File: src/hdl/psr_pkg.sv
package psr_pkg;

  localparam int unsigned CoordW   = 12;
  localparam int unsigned SumW     = 24;
  localparam int unsigned IndexW   = 24;
  localparam int unsigned ColorW   = 32;
  localparam int unsigned SampleW  = 8;
  localparam int unsigned WidthW   = 13;
  localparam int unsigned ChanW    = 8;
  localparam int unsigned CfgDataW = 13;

  // Gamma stage: the radicand never exceeds 255*255, so the root fits in a channel.
  localparam int unsigned RadW  = 16;
  localparam int unsigned RootW = ChanW;
  localparam logic [RadW-1:0] GammaScale  = 16'd65025;
  localparam logic [ChanW-1:0] AlphaOpaque = 8'hFF;

  localparam int unsigned DivBitsPerStage = 2;
  localparam int unsigned DivStages       = SumW / DivBitsPerStage;
  localparam int unsigned SqrtBitsPerStage = 2;
  localparam int unsigned SqrtStages      = RootW / SqrtBitsPerStage;
  localparam int unsigned ChanLatency     = DivStages + 1 + SqrtStages;

  localparam int unsigned QueueDepth = 4;
  localparam int unsigned QueuePtrW  = $clog2(QueueDepth);
  localparam int unsigned QueueCntW  = $clog2(QueueDepth + 1);

  typedef enum logic [0:0] {
    CfgSampleCount = 1'b0,
    CfgImageWidth  = 1'b1
  } cfg_reg_e;

  typedef struct packed {
    logic [IndexW-1:0] index;
    logic [SumW-1:0]   sum_red;
    logic [SumW-1:0]   sum_green;
    logic [SumW-1:0]   sum_blue;
  } item_t;

  typedef struct packed {
    logic                 full;
    logic                 empty;
    logic [QueueCntW-1:0] count;
  } queue_status_t;

  typedef struct packed {
    logic [SampleW-1:0] rem;
    logic [SumW-1:0]    num;
  } div_state_t;

  typedef struct packed {
    logic [RadW-1:0]  rad;
    logic [RootW:0]   rem;
    logic [RootW-1:0] root;
  } sqrt_state_t;

  // One restoring division step: the dividend shifts out at the top while the
  // quotient bits shift in at the bottom of the same word.
  function automatic div_state_t div_step(div_state_t s, logic [SampleW-1:0] d);
    logic [SampleW:0] trial;
    div_state_t       r;
    trial = {s.rem, s.num[SumW-1]};
    r.num = {s.num[SumW-2:0], 1'b0};
    if (trial >= {1'b0, d}) begin
      trial    = trial - {1'b0, d};
      r.num[0] = 1'b1;
    end
    r.rem = trial[SampleW-1:0];
    return r;
  endfunction

  // One digit of a binary square root; the remainder stays at most twice the root.
  function automatic sqrt_state_t sqrt_step(sqrt_state_t s);
    logic [RootW+2:0] acc;
    logic [RootW+2:0] test;
    sqrt_state_t      r;
    acc    = {s.rem, s.rad[RadW-1 -: 2]};
    test   = {1'b0, s.root, 2'b01};
    r.rad  = {s.rad[RadW-3:0], 2'b00};
    r.root = {s.root[RootW-2:0], 1'b0};
    if (acc >= test) begin
      acc       = acc - test;
      r.root[0] = 1'b1;
    end
    r.rem = acc[RootW:0];
    return r;
  endfunction

endpackage

File: src/hdl/psr_front.sv
module psr_front
  import psr_pkg::*;
(
  input  logic                clk_i,
  input  logic                rst_ni,
  input  logic [WidthW-1:0]   stride_i,
  input  logic                s_valid_i,
  output logic                s_ready_o,
  input  logic [CoordW-1:0]   pixel_x_i,
  input  logic [CoordW-1:0]   pixel_y_i,
  input  logic [SumW-1:0]     sum_red_i,
  input  logic [SumW-1:0]     sum_green_i,
  input  logic [SumW-1:0]     sum_blue_i,
  input  logic                queue_full_i,
  output logic                push_o,
  output item_t               item_o
);

  logic                     valid_q;
  item_t                    item_q;
  logic                     advance;
  logic [CoordW+WidthW-1:0] row_base;
  item_t                    item_d;

  assign advance   = !valid_q || !queue_full_i;
  assign s_ready_o = advance;
  assign push_o    = valid_q && !queue_full_i;
  assign item_o    = item_q;

  always_comb begin
    row_base         = pixel_y_i * stride_i;
    item_d.index     = IndexW'(row_base + (CoordW + WidthW)'(pixel_x_i));
    item_d.sum_red   = sum_red_i;
    item_d.sum_green = sum_green_i;
    item_d.sum_blue  = sum_blue_i;
  end

  always_ff @(posedge clk_i or negedge rst_ni) begin
    if (!rst_ni) begin
      valid_q <= 1'b0;
    end else if (advance) begin
      valid_q <= s_valid_i;
    end
  end

  always_ff @(posedge clk_i) begin
    if (advance && s_valid_i) begin
      item_q <= item_d;
    end
  end

endmodule

File: config.mk
export PLATFORM = sky130hd
export DESIGN_NAME = psr_front
export DESIGN_NICKNAME = d
export VERILOG_FILES = /design/src/hdl/psr_pkg.sv /design/src/hdl/psr_front.sv
export SDC_FILE = /design/constraint.sdc
export NUM_CORES = 1
export LEC_CHECK = 0
export BUFFER_PORTS_ARGS = -buffer_cell sky130_fd_sc_hd__buf_4
export CORE_MARGIN = 2
export CORE_UTILIZATION = 50
export CTS_CLUSTER_DIAMETER = 150
export CTS_CLUSTER_SIZE = 24
export DETAILED_ROUTE_END_ITERATION = 8
export PLACE_DENSITY_LB_ADDON = 0.05
export SLEW_MARGIN = 10
export SYNTH_ARGS = -nofsm -noshare
export SYNTH_HDL_FRONTEND = slang
export SYNTH_SLANG_ARGS = --single-unit
File: constraint.sdc
create_clock -name clk_i -period 2.9 [get_ports clk_i]
set_input_delay 0.29 -clock clk_i [delete_from_list [all_inputs] [get_ports clk_i]]
set_output_delay 0.29 -clock clk_i [all_outputs]
set_load 0.005 [all_outputs]
==> flow_summary.toml <==
[clock_network]
clock_latency_ps = 350
cts_tree = "done"
cts-buffers-inserted = 9
cts_htree_levels = 3
clockBufferDepth = 2
cts_num_sinks = 97
path_clk_slew_ps = 80
cts-root-buf = "clkbuf_16"

[critical_path]
critPathTopFamily = "adder cells"
worst-path-buf-inv = 5
cp_max_fo = 7
start_kind = "primary input"
crit_arrival_ps = 4740
worstPathRequired_ps = 3010
slowest_delay_ps = 520
crit_chain = "buf_12 > and2_4 > fa_1 > inv_1 > fa_1 > inv_2 > fa_1 > fa_1 > inv_1 > fa_1 > inv_2 > ha_4 > a2111o_1 > or4_4 > a21o_1 > a31oi_2 > xnor2_1"
slowest_stage = "fa_1"
crit_type = "in2reg"
crit_path_end_kind = "flop"
crit_top_cell = "fa_1"

[global_route]
grt_max_degree = 50
grt_pass1_vias = 7079
overflow = 0
grt_pass1_wl_mm = 35.1
antenna_found_initial = 0
gr-usage-all-layers = 0.252

[floorplan]
die_h_um = 135
io_pins = 211
die_w_um = 135
die-area_mm2 = 0.0182
core_mm2 = 0.0166
rows = 47
initial_utilization = 0.515

[power_and_ir_drop]
power.share.combinational = 0.770
p_int_mw = 8.53
p_leak_nw = 5.93
power.switching_mw = 5.86
swShare = 0.407
clkPwrFrac = 0.081
vdd_ir_drop_max_uv = 990
powerDensity_mw_per_mm2 = 1170
power.total_mw = 14.4
p_seq_frac = 0.149

[detailed_routing]
drt_wl_total_mm = 22.3
ant_nets = 0
drt_iter0_markers = 222
drc = 0
drt-pass1-iter-count = 7
vias = 6453
wl_per_cell_um = 17.1
vias_per_cell = 4.95

[logic_synthesis]
yosys.area.top_type_share = 0.337
yosysSeqAreaShare = 0.339
avgSynthCellArea_um2 = 11.2
syn_inst = 765
yosysMostFrequentCell = "inv_1"
synth-main-ff-cell = "edfxtp_1"
synth_area_mm2 = 0.00857
ys_async_sr_fraction = 0.0103
synth.area.top_cells = "edfxtp_1 34%, fa_1 28%, ha_1 9.9%"
synth_common_cells = "177 x inv_1, 120 x fa_1, 96 x edfxtp_1"
ys_types = 47
synth_warnings = 0
syn_nets = 1066
synth_edf_count = 96
yosys.area.top_type = "edfxtp_1"
ys_ff_latch = 97

[cells_and_area]
multi_input_area_mm2 = 0.00545
drive_gt1_frac = 0.423
num-fill-cells = 1198
seqCellArea_mm2 = 0.00291
nNetsFinal = 1380
n_antenna_cell = 0
syn_to_final_growth_pct = 44.0
postLayoutCoreUtil = 0.741

[timing]
setup_slack_ps = -1730
fin_setup_tns_ps = -26870
fmax_ghz = 0.216
worstMarginPinSlew_ps = 454
layout_worst_path_cycle_share = 1.60
hold_viol = 0
slew_viol_final = 0
hold_ws_ps = 105
relSlewSlack = 0.696
final.min_clock_period_ps = 4630
setup-violations-final = 20
clock-skew-final_ps = 15.3
rsz0062_at_grt = "yes"

[flow_run]
maxCapViolations = 0

[placement]
post-place-ws_ps = -2160
hpwlAfterDp_mm = 18.3
place_congestion = 0.900
numPortBuffers = 210

[status]
violations = "setup timing"
status = "finished, violations left"

[hold_path]
hold_path.class = "in2reg"
[cell usage in the layout, fill, tap and decap left out, types with 11 or more instances in the layout]
master     instances
buf_4            285
inv_1            156
fa_1             113
edfxtp_1          96
nand2_1           75
and2_1            60
ha_1              49
and2_4            30
buf_6             28
inv_2             21
ha_4              19
clkbuf_16         11
[per-stage QoR]
stage               cells  area [um^2]
floorplan             765         8920
global placement     1274        11400
detailed placement   1274        11400
CTS                  1296        12000
global route         1304        12300
finish               1304        12300
[registers in the layout, summed over array words and instances (netlist names)]
name     count
item_o      96
valid_q      1
[timing repair]
item,CTS,global route
endpoints found under the setup margin,20,21
buffers inserted,6,7
cloned,0,2
pin swaps,41,30
endpoints found under the hold margin,1,0
hold buffers,1,0
gates resized for setup,77,55
[power by group through the flow]
stage	Combinational, mW	Sequential [mW]	Clock (mW)
floorplan	6.10	2.20	0
global placement	9.40	2.18	0
detailed placement	9.63	2.18	0
CTS	10.5	2.15	1.19
global route	12.2	2.17	1.24
finish	11.1	2.15	1.17
[cell type report]
type,count,area share
flip-flops and latches,97,0.236
repair buffers,328,0.222
multi-input cells,466,0.442
clock inverters,7,0.00588
clock buffers,9,0.0183
well taps,220,0.0223
inverters,177,0.0538
[kinds of logic after synthesis]
| family | Yosys count | synth area share |
|---|---|---|
| simple gates | 207 | 0.127 |
| buf+inv | 202 | 0.0885 |
| fa+ha+maj | 188 | 0.380 |
| flops | 97 | 0.339 |
| compound gates | 51 | 0.0450 |
| xor+xnor | 20 | 0.0204 |
[path summary, 6_finish.rpt]
check / start / end / slack, ps / cells after the start
max: stride_i[8] / item_o[94]$_DFFE_PP_ / -1730 / 17
min: sum_green_i[9] / item_o[33]$_DFFE_PP_ / 100 / 1
max reg2reg: valid_q$_DFFE_PN0N_ / item_o[88]$_DFFE_PP_ / 1250 / 3
min reg2reg: valid_q$_DFFE_PN0N_ / valid_q$_DFFE_PN0N_ / 560 / 2
max in group asynchronous: rst_ni / valid_q$_DFFE_PN0N_ / 2580 / 2
min in group asynchronous: rst_ni / valid_q$_DFFE_PN0N_ / 240 / 2
[layer usage]
metal  GRT usage  routed length [um]
met5           0                   0
met4      0.0784                 612
met3      0.0368                1050
met2       0.495               12300
met1       0.278                8340
(Power assumes the default switching activity.)
