## src/hdl/psr_pkg.sv

```systemverilog
package psr_pkg;

  localparam int unsigned CoordW   = 12;
  localparam int unsigned SumW     = 24;
  localparam int unsigned IndexW   = 24;
  localparam int unsigned ColorW   = 32;
  localparam int unsigned SampleW  = 8;
  localparam int unsigned WidthW   = 13;
  localparam int unsigned ChanW    = 8;
  localparam int unsigned CfgDataW = 13;

  // Gamma stage: the radicand never exceeds 255*255, so the root fits in a channel.
  localparam int unsigned RadW  = 16;
  localparam int unsigned RootW = ChanW;
  localparam logic [RadW-1:0] GammaScale  = 16'd65025;
  localparam logic [ChanW-1:0] AlphaOpaque = 8'hFF;

  localparam int unsigned DivBitsPerStage = 2;
  localparam int unsigned DivStages       = SumW / DivBitsPerStage;
  localparam int unsigned SqrtBitsPerStage = 2;
  localparam int unsigned SqrtStages      = RootW / SqrtBitsPerStage;
  localparam int unsigned ChanLatency     = DivStages + 1 + SqrtStages;

  localparam int unsigned QueueDepth = 4;
  localparam int unsigned QueuePtrW  = $clog2(QueueDepth);
  localparam int unsigned QueueCntW  = $clog2(QueueDepth + 1);

  typedef enum logic [0:0] {
    CfgSampleCount = 1'b0,
    CfgImageWidth  = 1'b1
  } cfg_reg_e;

  typedef struct packed {
    logic [IndexW-1:0] index;
    logic [SumW-1:0]   sum_red;
    logic [SumW-1:0]   sum_green;
    logic [SumW-1:0]   sum_blue;
  } item_t;

  typedef struct packed {
    logic                 full;
    logic                 empty;
    logic [QueueCntW-1:0] count;
  } queue_status_t;

  typedef struct packed {
    logic [SampleW-1:0] rem;
    logic [SumW-1:0]    num;
  } div_state_t;

  typedef struct packed {
    logic [RadW-1:0]  rad;
    logic [RootW:0]   rem;
    logic [RootW-1:0] root;
  } sqrt_state_t;

  // One restoring division step: the dividend shifts out at the top while the
  // quotient bits shift in at the bottom of the same word.
  function automatic div_state_t div_step(div_state_t s, logic [SampleW-1:0] d);
    logic [SampleW:0] trial;
    div_state_t       r;
    trial = {s.rem, s.num[SumW-1]};
    r.num = {s.num[SumW-2:0], 1'b0};
    if (trial >= {1'b0, d}) begin
      trial    = trial - {1'b0, d};
      r.num[0] = 1'b1;
    end
    r.rem = trial[SampleW-1:0];
    return r;
  endfunction

  // One digit of a binary square root; the remainder stays at most twice the root.
  function automatic sqrt_state_t sqrt_step(sqrt_state_t s);
    logic [RootW+2:0] acc;
    logic [RootW+2:0] test;
    sqrt_state_t      r;
    acc    = {s.rem, s.rad[RadW-1 -: 2]};
    test   = {1'b0, s.root, 2'b01};
    r.rad  = {s.rad[RadW-3:0], 2'b00};
    r.root = {s.root[RootW-2:0], 1'b0};
    if (acc >= test) begin
      acc       = acc - test;
      r.root[0] = 1'b1;
    end
    r.rem = acc[RootW:0];
    return r;
  endfunction

endpackage

```

## src/hdl/psr_chan.sv

```systemverilog
module psr_chan
  import psr_pkg::*;
#(
  parameter int unsigned FRAC_BITS = 16
) (
  input  logic               clk_i,
  input  logic               en_i,
  input  logic [SampleW-1:0] divisor_i,
  input  logic [SumW-1:0]    sum_i,
  output logic [ChanW-1:0]   chan_o
);

  localparam int unsigned MeanW = FRAC_BITS + 1;
  localparam int unsigned ProdW = MeanW + RadW;
  localparam logic [SumW:0] OneWide = {{SumW{1'b0}}, 1'b1} << FRAC_BITS;

  div_state_t  div_d [DivStages];
  div_state_t  div_q [DivStages];
  sqrt_state_t sq_d  [SqrtStages];
  sqrt_state_t sq_q  [SqrtStages];

  logic [SumW-1:0]  quot;
  logic [MeanW-1:0] mean;
  logic [ProdW-1:0] prod_d;
  logic [ProdW-1:0] prod_q;
  logic [RadW-1:0]  radicand;

  for (genvar s = 0; s < DivStages; s++) begin : g_div
    always_comb begin
      div_state_t st;
      if (s == 0) begin
        st.rem = '0;
        st.num = sum_i;
      end else begin
        st = div_q[(s == 0) ? 0 : s - 1];
      end
      for (int b = 0; b < DivBitsPerStage; b++) begin
        st = div_step(st, divisor_i);
      end
      div_d[s] = st;
    end

    always_ff @(posedge clk_i) begin
      if (en_i) begin
        div_q[s] <= div_d[s];
      end
    end
  end

  // The mean saturates at 1.0 before the 255^2 scaling.
  always_comb begin
    quot = div_q[DivStages-1].num;
    if ({1'b0, quot} > OneWide) begin
      mean = OneWide[MeanW-1:0];
    end else begin
      mean = MeanW'({1'b0, quot});
    end
    prod_d = ProdW'(mean) * ProdW'(GammaScale);
  end

  always_ff @(posedge clk_i) begin
    if (en_i) begin
      prod_q <= prod_d;
    end
  end

  // Dropping the fraction bits here leaves the root unchanged, since the
  // squared trial value has no fraction.
  assign radicand = RadW'(prod_q >> FRAC_BITS);

  for (genvar s = 0; s < SqrtStages; s++) begin : g_sqrt
    always_comb begin
      sqrt_state_t st;
      if (s == 0) begin
        st.rad  = radicand;
        st.rem  = '0;
        st.root = '0;
      end else begin
        st = sq_q[(s == 0) ? 0 : s - 1];
      end
      for (int b = 0; b < SqrtBitsPerStage; b++) begin
        st = sqrt_step(st);
      end
      sq_d[s] = st;
    end

    always_ff @(posedge clk_i) begin
      if (en_i) begin
        sq_q[s] <= sq_d[s];
      end
    end
  end

  assign chan_o = sq_q[SqrtStages-1].root;

endmodule

```

## src/hdl/psr_back.sv

```systemverilog
module psr_back
  import psr_pkg::*;
#(
  parameter int unsigned FRAC_BITS = 16
) (
  input  logic               clk_i,
  input  logic               rst_ni,
  input  logic [SampleW-1:0] divisor_i,
  input  item_t              item_i,
  input  logic               item_valid_i,
  output logic               pop_o,
  output logic               out_valid_o,
  input  logic               out_ready_i,
  output logic [IndexW-1:0]  pixel_index_o,
  output logic [ColorW-1:0]  packed_color_o
);

  logic              valid_q [ChanLatency];
  logic [IndexW-1:0] index_q [ChanLatency];
  logic              out_valid_q;
  logic [IndexW-1:0] out_index_q;
  logic [ColorW-1:0] out_color_q;
  logic              advance;
  logic [ChanW-1:0]  red;
  logic [ChanW-1:0]  green;
  logic [ChanW-1:0]  blue;

  // The whole pipeline moves as one; it halts only while a result is refused.
  assign advance = !out_valid_q || out_ready_i;
  assign pop_o   = advance && item_valid_i;

  psr_chan #(.FRAC_BITS(FRAC_BITS)) u_chan_red (
    .clk_i     (clk_i),
    .en_i      (advance),
    .divisor_i (divisor_i),
    .sum_i     (item_i.sum_red),
    .chan_o    (red)
  );

  psr_chan #(.FRAC_BITS(FRAC_BITS)) u_chan_green (
    .clk_i     (clk_i),
    .en_i      (advance),
    .divisor_i (divisor_i),
    .sum_i     (item_i.sum_green),
    .chan_o    (green)
  );

  psr_chan #(.FRAC_BITS(FRAC_BITS)) u_chan_blue (
    .clk_i     (clk_i),
    .en_i      (advance),
    .divisor_i (divisor_i),
    .sum_i     (item_i.sum_blue),
    .chan_o    (blue)
  );

  always_ff @(posedge clk_i or negedge rst_ni) begin
    if (!rst_ni) begin
      for (int s = 0; s < ChanLatency; s++) begin
        valid_q[s] <= 1'b0;
      end
      out_valid_q <= 1'b0;
    end else if (advance) begin
      valid_q[0] <= item_valid_i;
      for (int s = 1; s < ChanLatency; s++) begin
        valid_q[s] <= valid_q[s-1];
      end
      out_valid_q <= valid_q[ChanLatency-1];
    end
  end

  always_ff @(posedge clk_i) begin
    if (advance) begin
      index_q[0] <= item_i.index;
      for (int s = 1; s < ChanLatency; s++) begin
        index_q[s] <= index_q[s-1];
      end
      out_index_q <= index_q[ChanLatency-1];
      out_color_q <= {AlphaOpaque, red, green, blue};
    end
  end

  assign out_valid_o    = out_valid_q;
  assign pixel_index_o  = out_index_q;
  assign packed_color_o = out_color_q;

endmodule

```

## config.mk

```make
export PLATFORM = sky130hd
export DESIGN_NAME = psr_back
export DESIGN_NICKNAME = d
export VERILOG_FILES = /design/src/hdl/psr_pkg.sv /design/src/hdl/psr_chan.sv /design/src/hdl/psr_back.sv
export SDC_FILE = /design/constraint.sdc
export NUM_CORES = 2
export LEC_CHECK = 0
export BUFFER_PORTS_ARGS = -buffer_cell sky130_fd_sc_hd__clkbuf_2
export CORE_MARGIN = 2
export CORE_UTILIZATION = 61
export DETAILED_ROUTE_END_ITERATION = 8
export PLACE_DENSITY = 0.78
export REMOVE_ABC_BUFFERS = 1
export SLEW_MARGIN = 20
export SYNTH_ARGS = -nofsm -noshare
export SYNTH_HDL_FRONTEND = slang
export SYNTH_SLANG_ARGS = --single-unit
```

## constraint.sdc

```tcl
create_clock -name clk_i -period 49.4 [get_ports clk_i]
set_input_delay 7.41 -clock clk_i [delete_from_list [all_inputs] [get_ports clk_i]]
set_output_delay 7.41 -clock clk_i [all_outputs]
set_load 0.05 [all_outputs]
```

==> results_dict.tcl <==
set metrics [dict create \
    outcome "finished clean" \
    min_to "index_q[6][10]" \
    fill_cells 11200 \
    worst-setup-path-type "in2out" \
    worst_slew_pin_slew_ns 1.07 \
    cp_max_fo 20 \
    hpwl_um 116000 \
    fin_skew_ns 0.0302 \
    synthFlopType "edfxtp_1" \
    worst_hold_slack_ns 0.397 \
    slew_viol_final 0 \
    setup-violations-final 0 \
    min_path_type "reg2reg" \
    cts_made_buffers 186 \
    postCtsHoldBufs 0 \
    max_cap_violations 0 \
    grt-ovfl-total 0 \
    r2r_slack_ns 41.12 \
    drc 0 \
    cp_common_cell "clkbuf_2" \
    synth_cell_types 104 \
    cts_resized 0 \
    synth-async-reset-ratio 0.00969 \
    synth_area_per_cell_um2 13.5 \
    drive_above_1_share 0.131 \
    syn-instance-count 7337 \
    hold_depth 0 \
    crit_path_cell_trace "clkbuf_2, nor2b_2, buf_4, nor2b_1, clkbuf_2" \
    grt_max_degree 201 \
    drt-total-wl_um 170000 \
    synth_edf_count 1839 \
    vias_per_cell 5.61 \
    port_buffers 157 \
    ys_ff_latch 1857 \
    initial_core_util 0.615 \
    path_clk_slew_ns 0.06 \
    setup_tns_ns 0 \
    clkSinkCount 1857 \
    fin_crit_ns 15.65 \
    p_per_area_nw_per_um2 72.9 \
    critPathSlowestCell "clkbuf_2" \
    die_w_um 407 \
    cts_setup_buffers 0 \
    final_hold_viol_count 0 \
    ant_nets 0 \
    area_growth_pct 10.1 \
    mostFrequentLayoutCell "edfxtp_1" \
    r2r-end "u_chan_green.prod_q[31]" \
    crit_arrival_ns 8.24 \
    fmax_ghz 0.0639 \
    firstDrtPassIters 6 \
    clkLatencyLatePin_ns 0.84 \
    antenna_found_initial 1 \
    grtUsageTotal 0.208 \
    timing.rr.start "u_chan_green.div_q[2][115]" \
    final_cell_mix "edfxtp_1 (1839), ha_1 (934), inv_1 (749)" \
    cts_buffer_depth 3 \
    dieArea_um2 165000 \
    dp_slack_ns 33.76 \
    synth_top_area_cell "edfxtp_1" \
    rr_worst_depth 22 \
    grt_pass1_vias 57100 \
    hp-start "index_q[5][10]" \
    io_pins 166 \
    critPathLaunchType "input pin" \
    finalCritPeriodShare 0.317 \
    irDropWorstVdd_uv 48.8 \
    diodes 0 \
    fin_ws_ns 33.75 \
    cellLeakagePower_nw 44.9 \
    fin_nets 8963 \
    synth_area_leaders "edfxtp_1 (56%), ha_1 (12%), fa_1 (4.9%)" \
    cpPeakStageDelay_ns 0.30 \
    cts-root-buf "clkbuf_16" \
    drt-initial-drc-count 3682 \
    yosys_warnings 0 \
    num_rows 147 \
    place_congestion 0.887 \
    rsz0062_at_grt "no" \
    crit_required_ns 41.99 \
    ys_seq_area_frac 0.563 \
    yosys.area.top_type_share 0.558 \
    end_kind "output pin" \
    grt_pass1_wl_um 280000 \
    via_count 56100 \
    cts_max_level 4 \
    synth.cell_area_um2 98900 \
    max_slew_margin 0.284 \
    coreArea_um2 161000 \
    post_drt_wl_per_cell_um 17.0 \
    dieHeight_um 407 \
    cts_tree "built" \
]
## synthesized netlist by cell type (21+ instances only)
cell      count
a211oi_1     21
a21boi_0     73
a21o_1      112
a21oi_1     368
a31o_2       40
and2_1       63
and3_1       32
clkbuf_1     32
edfxtp_1   1839
fa_1        241
ha_1        934
inv_1       757
mux2_2      395
mux2i_1      93
nand2_1     279
nand2b_1     55
nand3_1      61
nand4_1     115
nor2_1      385
nor2b_1     151
nor3_1       85
o21a_1       27
o21ai_0     306
o21ai_1      22
o21ai_2      28
o21bai_1     60
or2_2        22
or3_1        27
xnor2_1     293
xor2_1      158
## power breakdown
group          internal [mW]  switching, mW
clock network          0.840          0.601
logic                   1.64           1.90
registers               2.71          0.246
total                   5.20           2.74
## flip-flops by register name, summed over array words and instances (netlist names)
name	flops
out_valid_o	1
packed_color_o	24
u_chan_red.div_q	376
u_chan_green.prod_q	16
u_chan_green.sq_q	69
u_chan_red.sq_q	69
u_chan_blue.div_q	376
u_chan_red.prod_q	16
u_chan_blue.sq_q	69
pixel_index_o	24
u_chan_blue.prod_q	16
index_q	408
u_chan_green.div_q	376
valid_q	17
## final cells by class
cell class,count,area [µm²],area share
inverters,763,2890,0.0265
clock inverters,130,1560,0.0144
flip-flops and latches,1857,55700,0.511
repair buffers,200,1170,0.0107
well taps,2160,2700,0.0248
multi-input cells,4672,40200,0.369
clock buffers,215,4790,0.0440
## through the flow
| step | area, µm² | utilization | instances | total power, mW |
|---|---|---|---|---|
| 2_1_floorplan | 98700 | - | 7292 | 6.29 |
| 6_report | 109000 | 0.678 | 9997 | 7.94 |
| 3_5_place_dp | 103000 | 0.638 | 9652 | 6.46 |
| 4_1_cts | 109000 | 0.678 | 9997 | 7.98 |
| 3_3_place_gp | 103000 | 0.638 | 9652 | 6.29 |
| 5_1_grt | 109000 | 0.678 | 9997 | 8.51 |
## worst max-delay path: cells and delay by family
| kind | cells | cell delay (ns) |
|---|---|---|
| buffers and inverters | 3 | 0.60 |
| AND/OR/NAND/NOR | 2 | 0.22 |
## per-layer routing
metal,vias to the layer above,share of wire,GRT usage
met4,0,0.028,0.0678
met5,-,0,0
li1,27500,-,-
met1,27200,0.44,0.272
met3,332,0.039,0.0316
met2,1029,0.49,0.357
## cell families after synthesis
group / share of synthesized area
other: 0.0000379
AND/OR/NAND/NOR: 0.0691
AO/OA/AOI/OAI: 0.0742
multiplexers: 0.0547
XOR/XNOR: 0.0399
buffers and inverters: 0.0316
flip-flops: 0.563
adder cells (fa/ha/maj): 0.168
## worst max-delay path by stage
| stage | from | end | cells past startpoint |
|---|---|---|---|
| after floorplan | out_ready_i | index_q[0][0] | 2 |
| after global placement | out_ready_i | pop_o | 5 |
| after detailed placement | out_ready_i | pop_o | 5 |
| after CTS | out_ready_i | pop_o | 5 |
| after global routing | out_ready_i | pop_o | 5 |
| final | out_ready_i | pop_o | 5 |
(Power assumes the default switching activity.)
