### config.mk
export PLATFORM = sky130hd
export DESIGN_NAME = psr_queue
export DESIGN_NICKNAME = d
export VERILOG_FILES = /design/src/hdl/psr_pkg.sv /design/src/hdl/psr_queue.sv
export SDC_FILE = /design/constraint.sdc
export NUM_CORES = 1
export LEC_CHECK = 0
export BUFFER_PORTS_ARGS = -buffer_cell sky130_fd_sc_hd__buf_2
export CORE_MARGIN = 3
export CORE_UTILIZATION = 51
export CTS_CLUSTER_SIZE = 12
export DETAILED_ROUTE_END_ITERATION = 16
export PLACE_DENSITY = 0.73
export RECOVER_POWER = 25
export SYNTH_ARGS = -nofsm -noshare
export SYNTH_HDL_FRONTEND = slang
export SYNTH_SLANG_ARGS = --single-unit
export TNS_END_PERCENT = 1
### constraint.sdc
create_clock -name clk_i -period 3.3 [get_ports clk_i]
set_input_delay 0.495 -clock clk_i [delete_from_list [all_inputs] [get_ports clk_i]]
set_output_delay 0.495 -clock clk_i [all_outputs]
set_load 0.005 [all_outputs]
### src/hdl/psr_pkg.sv
package psr_pkg;

  localparam int unsigned CoordW   = 12;
  localparam int unsigned SumW     = 24;
  localparam int unsigned IndexW   = 24;
  localparam int unsigned ColorW   = 32;
  localparam int unsigned SampleW  = 8;
  localparam int unsigned WidthW   = 13;
  localparam int unsigned ChanW    = 8;
  localparam int unsigned CfgDataW = 13;

  // Gamma stage: the radicand never exceeds 255*255, so the root fits in a channel.
  localparam int unsigned RadW  = 16;
  localparam int unsigned RootW = ChanW;
  localparam logic [RadW-1:0] GammaScale  = 16'd65025;
  localparam logic [ChanW-1:0] AlphaOpaque = 8'hFF;

  localparam int unsigned DivBitsPerStage = 2;
  localparam int unsigned DivStages       = SumW / DivBitsPerStage;
  localparam int unsigned SqrtBitsPerStage = 2;
  localparam int unsigned SqrtStages      = RootW / SqrtBitsPerStage;
  localparam int unsigned ChanLatency     = DivStages + 1 + SqrtStages;

  localparam int unsigned QueueDepth = 4;
  localparam int unsigned QueuePtrW  = $clog2(QueueDepth);
  localparam int unsigned QueueCntW  = $clog2(QueueDepth + 1);

  typedef enum logic [0:0] {
    CfgSampleCount = 1'b0,
    CfgImageWidth  = 1'b1
  } cfg_reg_e;

  typedef struct packed {
    logic [IndexW-1:0] index;
    logic [SumW-1:0]   sum_red;
    logic [SumW-1:0]   sum_green;
    logic [SumW-1:0]   sum_blue;
  } item_t;

  typedef struct packed {
    logic                 full;
    logic                 empty;
    logic [QueueCntW-1:0] count;
  } queue_status_t;

  typedef struct packed {
    logic [SampleW-1:0] rem;
    logic [SumW-1:0]    num;
  } div_state_t;

  typedef struct packed {
    logic [RadW-1:0]  rad;
    logic [RootW:0]   rem;
    logic [RootW-1:0] root;
  } sqrt_state_t;

  // One restoring division step: the dividend shifts out at the top while the
  // quotient bits shift in at the bottom of the same word.
  function automatic div_state_t div_step(div_state_t s, logic [SampleW-1:0] d);
    logic [SampleW:0] trial;
    div_state_t       r;
    trial = {s.rem, s.num[SumW-1]};
    r.num = {s.num[SumW-2:0], 1'b0};
    if (trial >= {1'b0, d}) begin
      trial    = trial - {1'b0, d};
      r.num[0] = 1'b1;
    end
    r.rem = trial[SampleW-1:0];
    return r;
  endfunction

  // One digit of a binary square root; the remainder stays at most twice the root.
  function automatic sqrt_state_t sqrt_step(sqrt_state_t s);
    logic [RootW+2:0] acc;
    logic [RootW+2:0] test;
    sqrt_state_t      r;
    acc    = {s.rem, s.rad[RadW-1 -: 2]};
    test   = {1'b0, s.root, 2'b01};
    r.rad  = {s.rad[RadW-3:0], 2'b00};
    r.root = {s.root[RootW-2:0], 1'b0};
    if (acc >= test) begin
      acc       = acc - test;
      r.root[0] = 1'b1;
    end
    r.rem = acc[RootW:0];
    return r;
  endfunction

endpackage

### src/hdl/psr_queue.sv
module psr_queue
  import psr_pkg::*;
(
  input  logic          clk_i,
  input  logic          rst_ni,
  input  logic          push_i,
  input  item_t         item_i,
  input  logic          pop_i,
  output item_t         item_o,
  output queue_status_t status_o
);

  item_t                entries_q [QueueDepth];
  logic [QueuePtrW-1:0] wr_ptr_q;
  logic [QueuePtrW-1:0] rd_ptr_q;
  logic [QueueCntW-1:0] count_q;
  logic                 do_push;
  logic                 do_pop;

  assign status_o.full  = (count_q == QueueCntW'(QueueDepth));
  assign status_o.empty = (count_q == '0);
  assign status_o.count = count_q;
  assign do_push        = push_i && !status_o.full;
  assign do_pop         = pop_i && !status_o.empty;
  assign item_o         = entries_q[rd_ptr_q];

  always_ff @(posedge clk_i or negedge rst_ni) begin
    if (!rst_ni) begin
      wr_ptr_q <= '0;
      rd_ptr_q <= '0;
      count_q  <= '0;
    end else begin
      if (do_push) begin
        wr_ptr_q <= wr_ptr_q + 1'b1;
      end
      if (do_pop) begin
        rd_ptr_q <= rd_ptr_q + 1'b1;
      end
      if (do_push && !do_pop) begin
        count_q <= count_q + 1'b1;
      end else if (do_pop && !do_push) begin
        count_q <= count_q - 1'b1;
      end
    end
  end

  always_ff @(posedge clk_i) begin
    if (do_push) begin
      entries_q[wr_ptr_q] <= item_i;
    end
  end

endmodule

==> results of run 1 <==
state kept, by name, summed over array words and instances (netlist names):
register and count:
wr_ptr_q 2, count_q 3, rd_ptr_q 2, entries_q 384
final cells by class:
cell class / count / area [sq um]
clock inverters: 8 / 75.07
well taps: 372 / 465.4
repair buffers: 218 / 1160
multi-input cells: 120 / 2392
inverters: 4 / 15.01
diodes: 1 / 2.502
fillers: 1904 / 10240
clock buffers: 57 / 1107
flip-flops and latches: 391 / 11710
worst max-delay path: stages, from the launching register on:
cell and delay [ns]:
dfrtp_4 0.42, buf_4 0.59, mux4_2 0.63, buf_2 0.15
metal layers:
metal	routed length, um	global-route usage (%)	part of all wire [%]
met2	13770	29.90	51
met1	10760	24.02	40
met5	55	0	0.20
met4	717	6.520	2.6
met3	1810	5.116	6.7
final timing paths:
kind                                         endpoint  depth (start not counted)  slack [ns]                    start
max                                        item_o[71]                          3        0.49  rd_ptr_q[0]$_DFFE_PN0P_
min                        entries_q[2][72]$_DFFE_PP_                          1        0.20               item_i[72]
max reg2reg                entries_q[2][17]$_DFFE_PP_                          4        0.85   count_q[2]$_DFFE_PN0P_
min reg2reg                    count_q[2]$_DFFE_PN0P_                          1        0.52   count_q[2]$_DFFE_PN0P_
max in group asynchronous     rd_ptr_q[0]$_DFFE_PN0P_                          2        2.74                   rst_ni
min in group asynchronous     wr_ptr_q[0]$_DFFE_PN0P_                          2        0.35                   rst_ni
layout by cell type (no fill, tap or decap), drive strengths merged, types with 2 or more instances in the layout:
master	instances
and2	4
inv	4
clkbuf	120
mux4	96
mux2	2
dfrtp	7
xor2	2
edfxtp	384
xnor2	4
buf	154
clkinv	7
ha	5
power breakdown:
part	internal (mW)	leakage (nW)	switching (mW)
logic	2.05	1.47	2.07
clock network	2.40	0.571	1.68
registers	6.56	3.60	0.346
logic make-up after synthesis:
family | synth area share, %
DFF | 82.14
muxes | 15.33
buffers and inverters | 1.150
and+or+nand+nor | 0.4389
xor gates and xnor gates | 0.3687
adders and majority gates | 0.5794
==> results_dict.tcl, run 1 <==
set metrics [dict create \
    finalCriticalPeriod_ns 2.809 \
    initial_utilization_pct 52.44 \
    fin_skew_ns 0.01354 \
    cts_tree "built" \
    yosys-top-cells-area "edfxtp_1 81%, mux4_2 15%, dfrtp_1 1.2%" \
    final-instance-count-excl-fill 1171 \
    dpl.cell_count 1104 \
    hold_viol 0 \
    leakage_nw 5.640 \
    synth_edf_count 384 \
    synthArstFlopShare_pct 1.790 \
    synth_most_common_cell "edfxtp_1" \
    synthToLayoutAreaGrowth_pct 18.80 \
    post-route-util_pct 62.30 \
    finalWirelength_um 27110 \
    relSlewSlack_pct 51.84 \
    whs_ns 0.2002 \
    yosysSeqAreaShare_pct 82.14 \
    coreArea_sq_um 27180 \
    clock_sinks 391 \
    num_vias 6439 \
    clk_pin_slew_worst_paths_ns 0.05 \
    avgSynthCellArea_sq_um 26.49 \
    root_buffer "clkbuf_16" \
    dp_slack_ns 0.8492 \
    grt_first_pass_wirelength_um 41990 \
    finalSetupViolCount 0 \
    irDropWorstVdd_mv 0.5762 \
    antenna_found_initial 5 \
    synth_common_cells "384 x edfxtp_1, 96 x mux4_2, 13 x buf_2" \
    boundaryPins 201 \
    first_pass_iters 5 \
    drv_cap 0 \
    post_drt_wl_per_cell_um 23.15 \
    place_congestion 0.7136 \
    rsz0062_at_grt "false" \
    crit_type "reg2out" \
    die-width_um 173.2 \
    setup_ws_ns 0.4914 \
    syn-cell-area_sq_um 14250 \
    max_freq_mhz 356.0 \
    slew_violations 0 \
    grt_overflow_total 0 \
    grt_max_degree 62 \
    power.density_nw_per_um2 892.2 \
    syn_inst 538 \
    p_total_mw 15.11 \
    cts_inserted_buffers 40 \
    grt_pass1_vias 7034 \
    dieArea_sq_um 29990 \
    final_antenna_net_count 0 \
    die_h_um 173.2 \
    min_path_type "in2reg" \
    ys_ff_latch 391 \
    nets 881 \
    synthesis.nets 644 \
    crit_fanout 37 \
    placed_cell_area_sq_um 15820 \
    synth_cell_types 23 \
    cts_resized 0 \
    status "finished clean" \
    synth_top_cell_by_area "edfxtp_1" \
    dpl.hpwl_um 17400 \
    initialDrtViolationCount 440 \
    period_share_pct 85.11 \
    cts_setup_buffers 0 \
    grt_use_total_pct 18.31 \
    tns_ns 0 \
    drive_above_1_share_pct 38.10 \
    cts_buffer_depth 3 \
    ys.flop_type "edfxtp_1" \
    worst_pin_slew_ns 0.7224 \
    worst_ep_required_time_ns 2.80 \
    htree_levels 2 \
    vias_per_cell 5.499 \
    final_design_area_no_fill_sq_um 16930 \
    start_kind "flip-flop" \
    yosysWarningCount 0 \
    row_count 60 \
    postCtsHoldBufs 1 \
    cp.arrival_ns 2.31 \
    crit_path_end_kind "output pin" \
    io_buffers 200 \
    yosysTopAreaCellShare_pct 80.91 \
    clkLatencyLatePin_ns 0.52 \
    remaining_drc_errors 0 \
]
No activity file was read; power rests on OpenSTA's default activity.
==> run 2: changes to the inputs <==
Settings changed: ABC_AREA from default to 1, CORE_UTILIZATION 51 to 52, PLACE_DENSITY 0.73 to 0.74.
==> run 2 against run 1 <==
  * Sequential power is 2% lower
  * Clock skew is 0.0029 ns lower
  * First-iteration DRC count is 43% higher
  * Cell count is 52% higher
  * Critical endpoint is now item_o[37]
==> results_dict.tcl, run 2 <==
set metrics [dict create \
    status "finished clean" \
    synth_top_family_by_area "compound AO/OA/AOI/OAI gates" \
    grt_overflow_total 0 \
    final_common_cell "edfxtp_1" \
    relSlewSlack_pct 51.41 \
    coreArea_sq_um 29090 \
    slew_violations 0 \
    dieArea_sq_um 32060 \
    boundaryPins 201 \
    avgSynthCellArea_sq_um 13.19 \
    grt_pass1_vias 9066 \
    row_count 62 \
    cts_buffer_depth 3 \
    cts_tree "built" \
    worstReg2RegStart "count_q[0]$_DFFE_PN0P_" \
    yosysWarningCount 0 \
    leakage_nw 7.183 \
    drive_above_1_share_pct 15.08 \
    yosysSeqAreaShare_pct 75.16 \
    die_h_um 179.1 \
    synthToLayoutAreaGrowth_pct 16.11 \
    synth_xor_area_share_pct 0.05623 \
    initial_utilization_pct 53.54 \
    synth_top_cell_by_area "edfxtp_1" \
    postCtsHoldBufs 1 \
    num_vias 9185 \
    top_register "entries_q" \
    holdCritStartpoint "item_i[92]" \
    synth_compound_area_share_pct 9.287 \
    setup_ws_ns 0.6153 \
    grt_max_degree 122 \
    period_share_pct 81.36 \
    nFillCells 2188 \
    synthesis.nets 1287 \
    first_pass_iters 5 \
    die-width_um 179.1 \
    synthArstFlopShare_pct 1.790 \
    synth_fa_ha_area_share_pct 0.5302 \
    yosys.area_share.simple_pct 7.736 \
    largest_reg_flops 384 \
    fin_skew_ns 0.01067 \
    synth_edf_count 384 \
    crit_fanout 121 \
    cp_common_cell "nand2_1" \
    cts_setup_buffers 0 \
    dp_slack_ns 1.145 \
    top_regs "entries_q x384, count_q x3" \
    ys.flop_type "edfxtp_1" \
    max_freq_mhz 372.5 \
    multi_input_area_sq_um 2773 \
    tns_ns 0 \
    htree_levels 2 \
    clock_sinks 391 \
    power.density_nw_per_um2 873.4 \
    drv_cap 0 \
    ys_ff_latch 391 \
    worst_pin_slew_ns 0.7288 \
    vias_per_cell 5.149 \
    irDropWorstVdd_mv 0.6020 \
    initialDrtViolationCount 631 \
    clk_pin_slew_worst_paths_ns 0.06 \
    remaining_drc_errors 0 \
    clkLatencyLatePin_ns 0.52 \
    grt_first_pass_wirelength_um 46670 \
    worst_ep_required_time_ns 2.80 \
    seq_area_sq_um 11710 \
    crit_type "reg2out" \
    layout_common_cells "384 x edfxtp_1, 306 x nand2_1, 207 x inv_1" \
    antenna_found_initial 4 \
    cp.arrival_ns 2.19 \
    final-instance-count-excl-fill 1784 \
    synth_most_common_cell "edfxtp_1" \
    path_cells "inv_8, buf_12, nand2_1, o211ai_1, nand2_1, buf_2" \
    finalCriticalPeriod_ns 2.685 \
    hold_viol 0 \
    cts_resized 0 \
    dpl.cell_count 1718 \
    synth_cell_types 18 \
    yosysTopAreaCellShare_pct 74.04 \
    syn-cell-area_sq_um 15570 \
    finalWirelength_um 30170 \
    worstSetupStartpoint "rd_ptr_q[0]$_DFFE_PN0P_" \
    synth_common_cells "384 x edfxtp_1, 306 x nand2_1, 207 x inv_1" \
    nets 1484 \
    min_path_type "in2reg" \
    grt_use_total_pct 18.77 \
    critical_path.max_stage_delay_ns 0.45 \
    final_antenna_net_count 0 \
    yosys-top-cells-area "edfxtp_1 74%, o211ai_1 9.3%, nand2_1 7.4%" \
    syn_inst 1181 \
    dpl.hpwl_um 17350 \
    post-route-util_pct 62.16 \
    io_buffers 200 \
    synth.mux.area_fraction_pct 0 \
    crit_path_end_kind "output pin" \
    start_kind "flip-flop" \
    root_buffer "clkbuf_16" \
    cp_slowest_cell "dfrtp_1" \
    post_drt_wl_per_cell_um 16.91 \
    r2r_slack_ns 1.11 \
    rsz0062_at_grt "false" \
    cts_inserted_buffers 41 \
    finalSetupViolCount 0 \
    place_congestion 0.7094 \
]
[run 2: cell type report]
class                   count  share of cell area [%]
flip-flops and latches    391                   64.75
inverters                 209                   4.394
clock inverters            14                  0.3736
clock buffers              50                   6.096
repair buffers            217                   6.379
multi-input cells         518                   15.33
well taps                 384                   2.657
diodes                      1                 0.01384
[run 2: power by group]
group | internal (mW) | total (mW) | leakage [nW] | switching [mW]
clock network | 2.35 | 4.06 | 0.573 | 1.71
logic | 1.74 | 4.97 | 3.01 | 3.24
registers | 6.53 | 6.76 | 3.60 | 0.232
total | 10.6 | 15.8 | 7.18 | 5.18
[run 2: path summary, 6_finish.rpt]
kind | endpoint | cells past startpoint
setup / recovery | item_o[37] | 6
hold / removal | entries_q[0][92]$_DFFE_PP_ | 1
setup reg to reg | count_q[1]$_DFFE_PN0P_ | 9
hold reg to reg | count_q[2]$_DFFE_PN0P_ | 2
max in group asynchronous | rd_ptr_q[1]$_DFFE_PN0P_ | 2
min in group asynchronous | count_q[0]$_DFFE_PN0P_ | 2
[run 2: cell families (layout without fill, tap and decap cells)]
| logic type | count (synthesis) | count (layout) |
|---|---|---|
| XOR/XNOR | 1 | 1 |
| other | 0 | 1 |
| adder cells (fa/ha/maj) | 6 | 6 |
| buffers and inverters | 272 | 490 |
| AO/OA/AOI/OAI | 193 | 193 |
| AND/OR/NAND/NOR | 318 | 318 |
| flip-flops | 391 | 391 |
[run 2: worst max-delay path, delay by kind of cell, from the launching register on]
kind	cells	cell delay, ns
AND/OR/NAND/NOR	2	0.23
flip-flops	1	0.45
buffers and inverters	3	0.80
AO/OA/AOI/OAI	1	0.11
[run 2: stage by stage]
step	instance area, sq um	power, mW	hold slack (ns)
finish	18080	15.79	0.1965
detailed placement	16980	11.96	0.3459
global route	18080	16.79	0.1926
floorplan	15580	10.02	0.1994
global placement	16980	11.80	0.3448
CTS	18160	16.03	0.1656
[run 2: routing by layer]
metal	up-vias	routed length, um	GRT usage (%)
met4	6	588	5.065
met5	-	39	0
li1	4517	-	-
met3	52	2141	4.765
met1	4380	12340	23.56
met2	230	15060	32.56
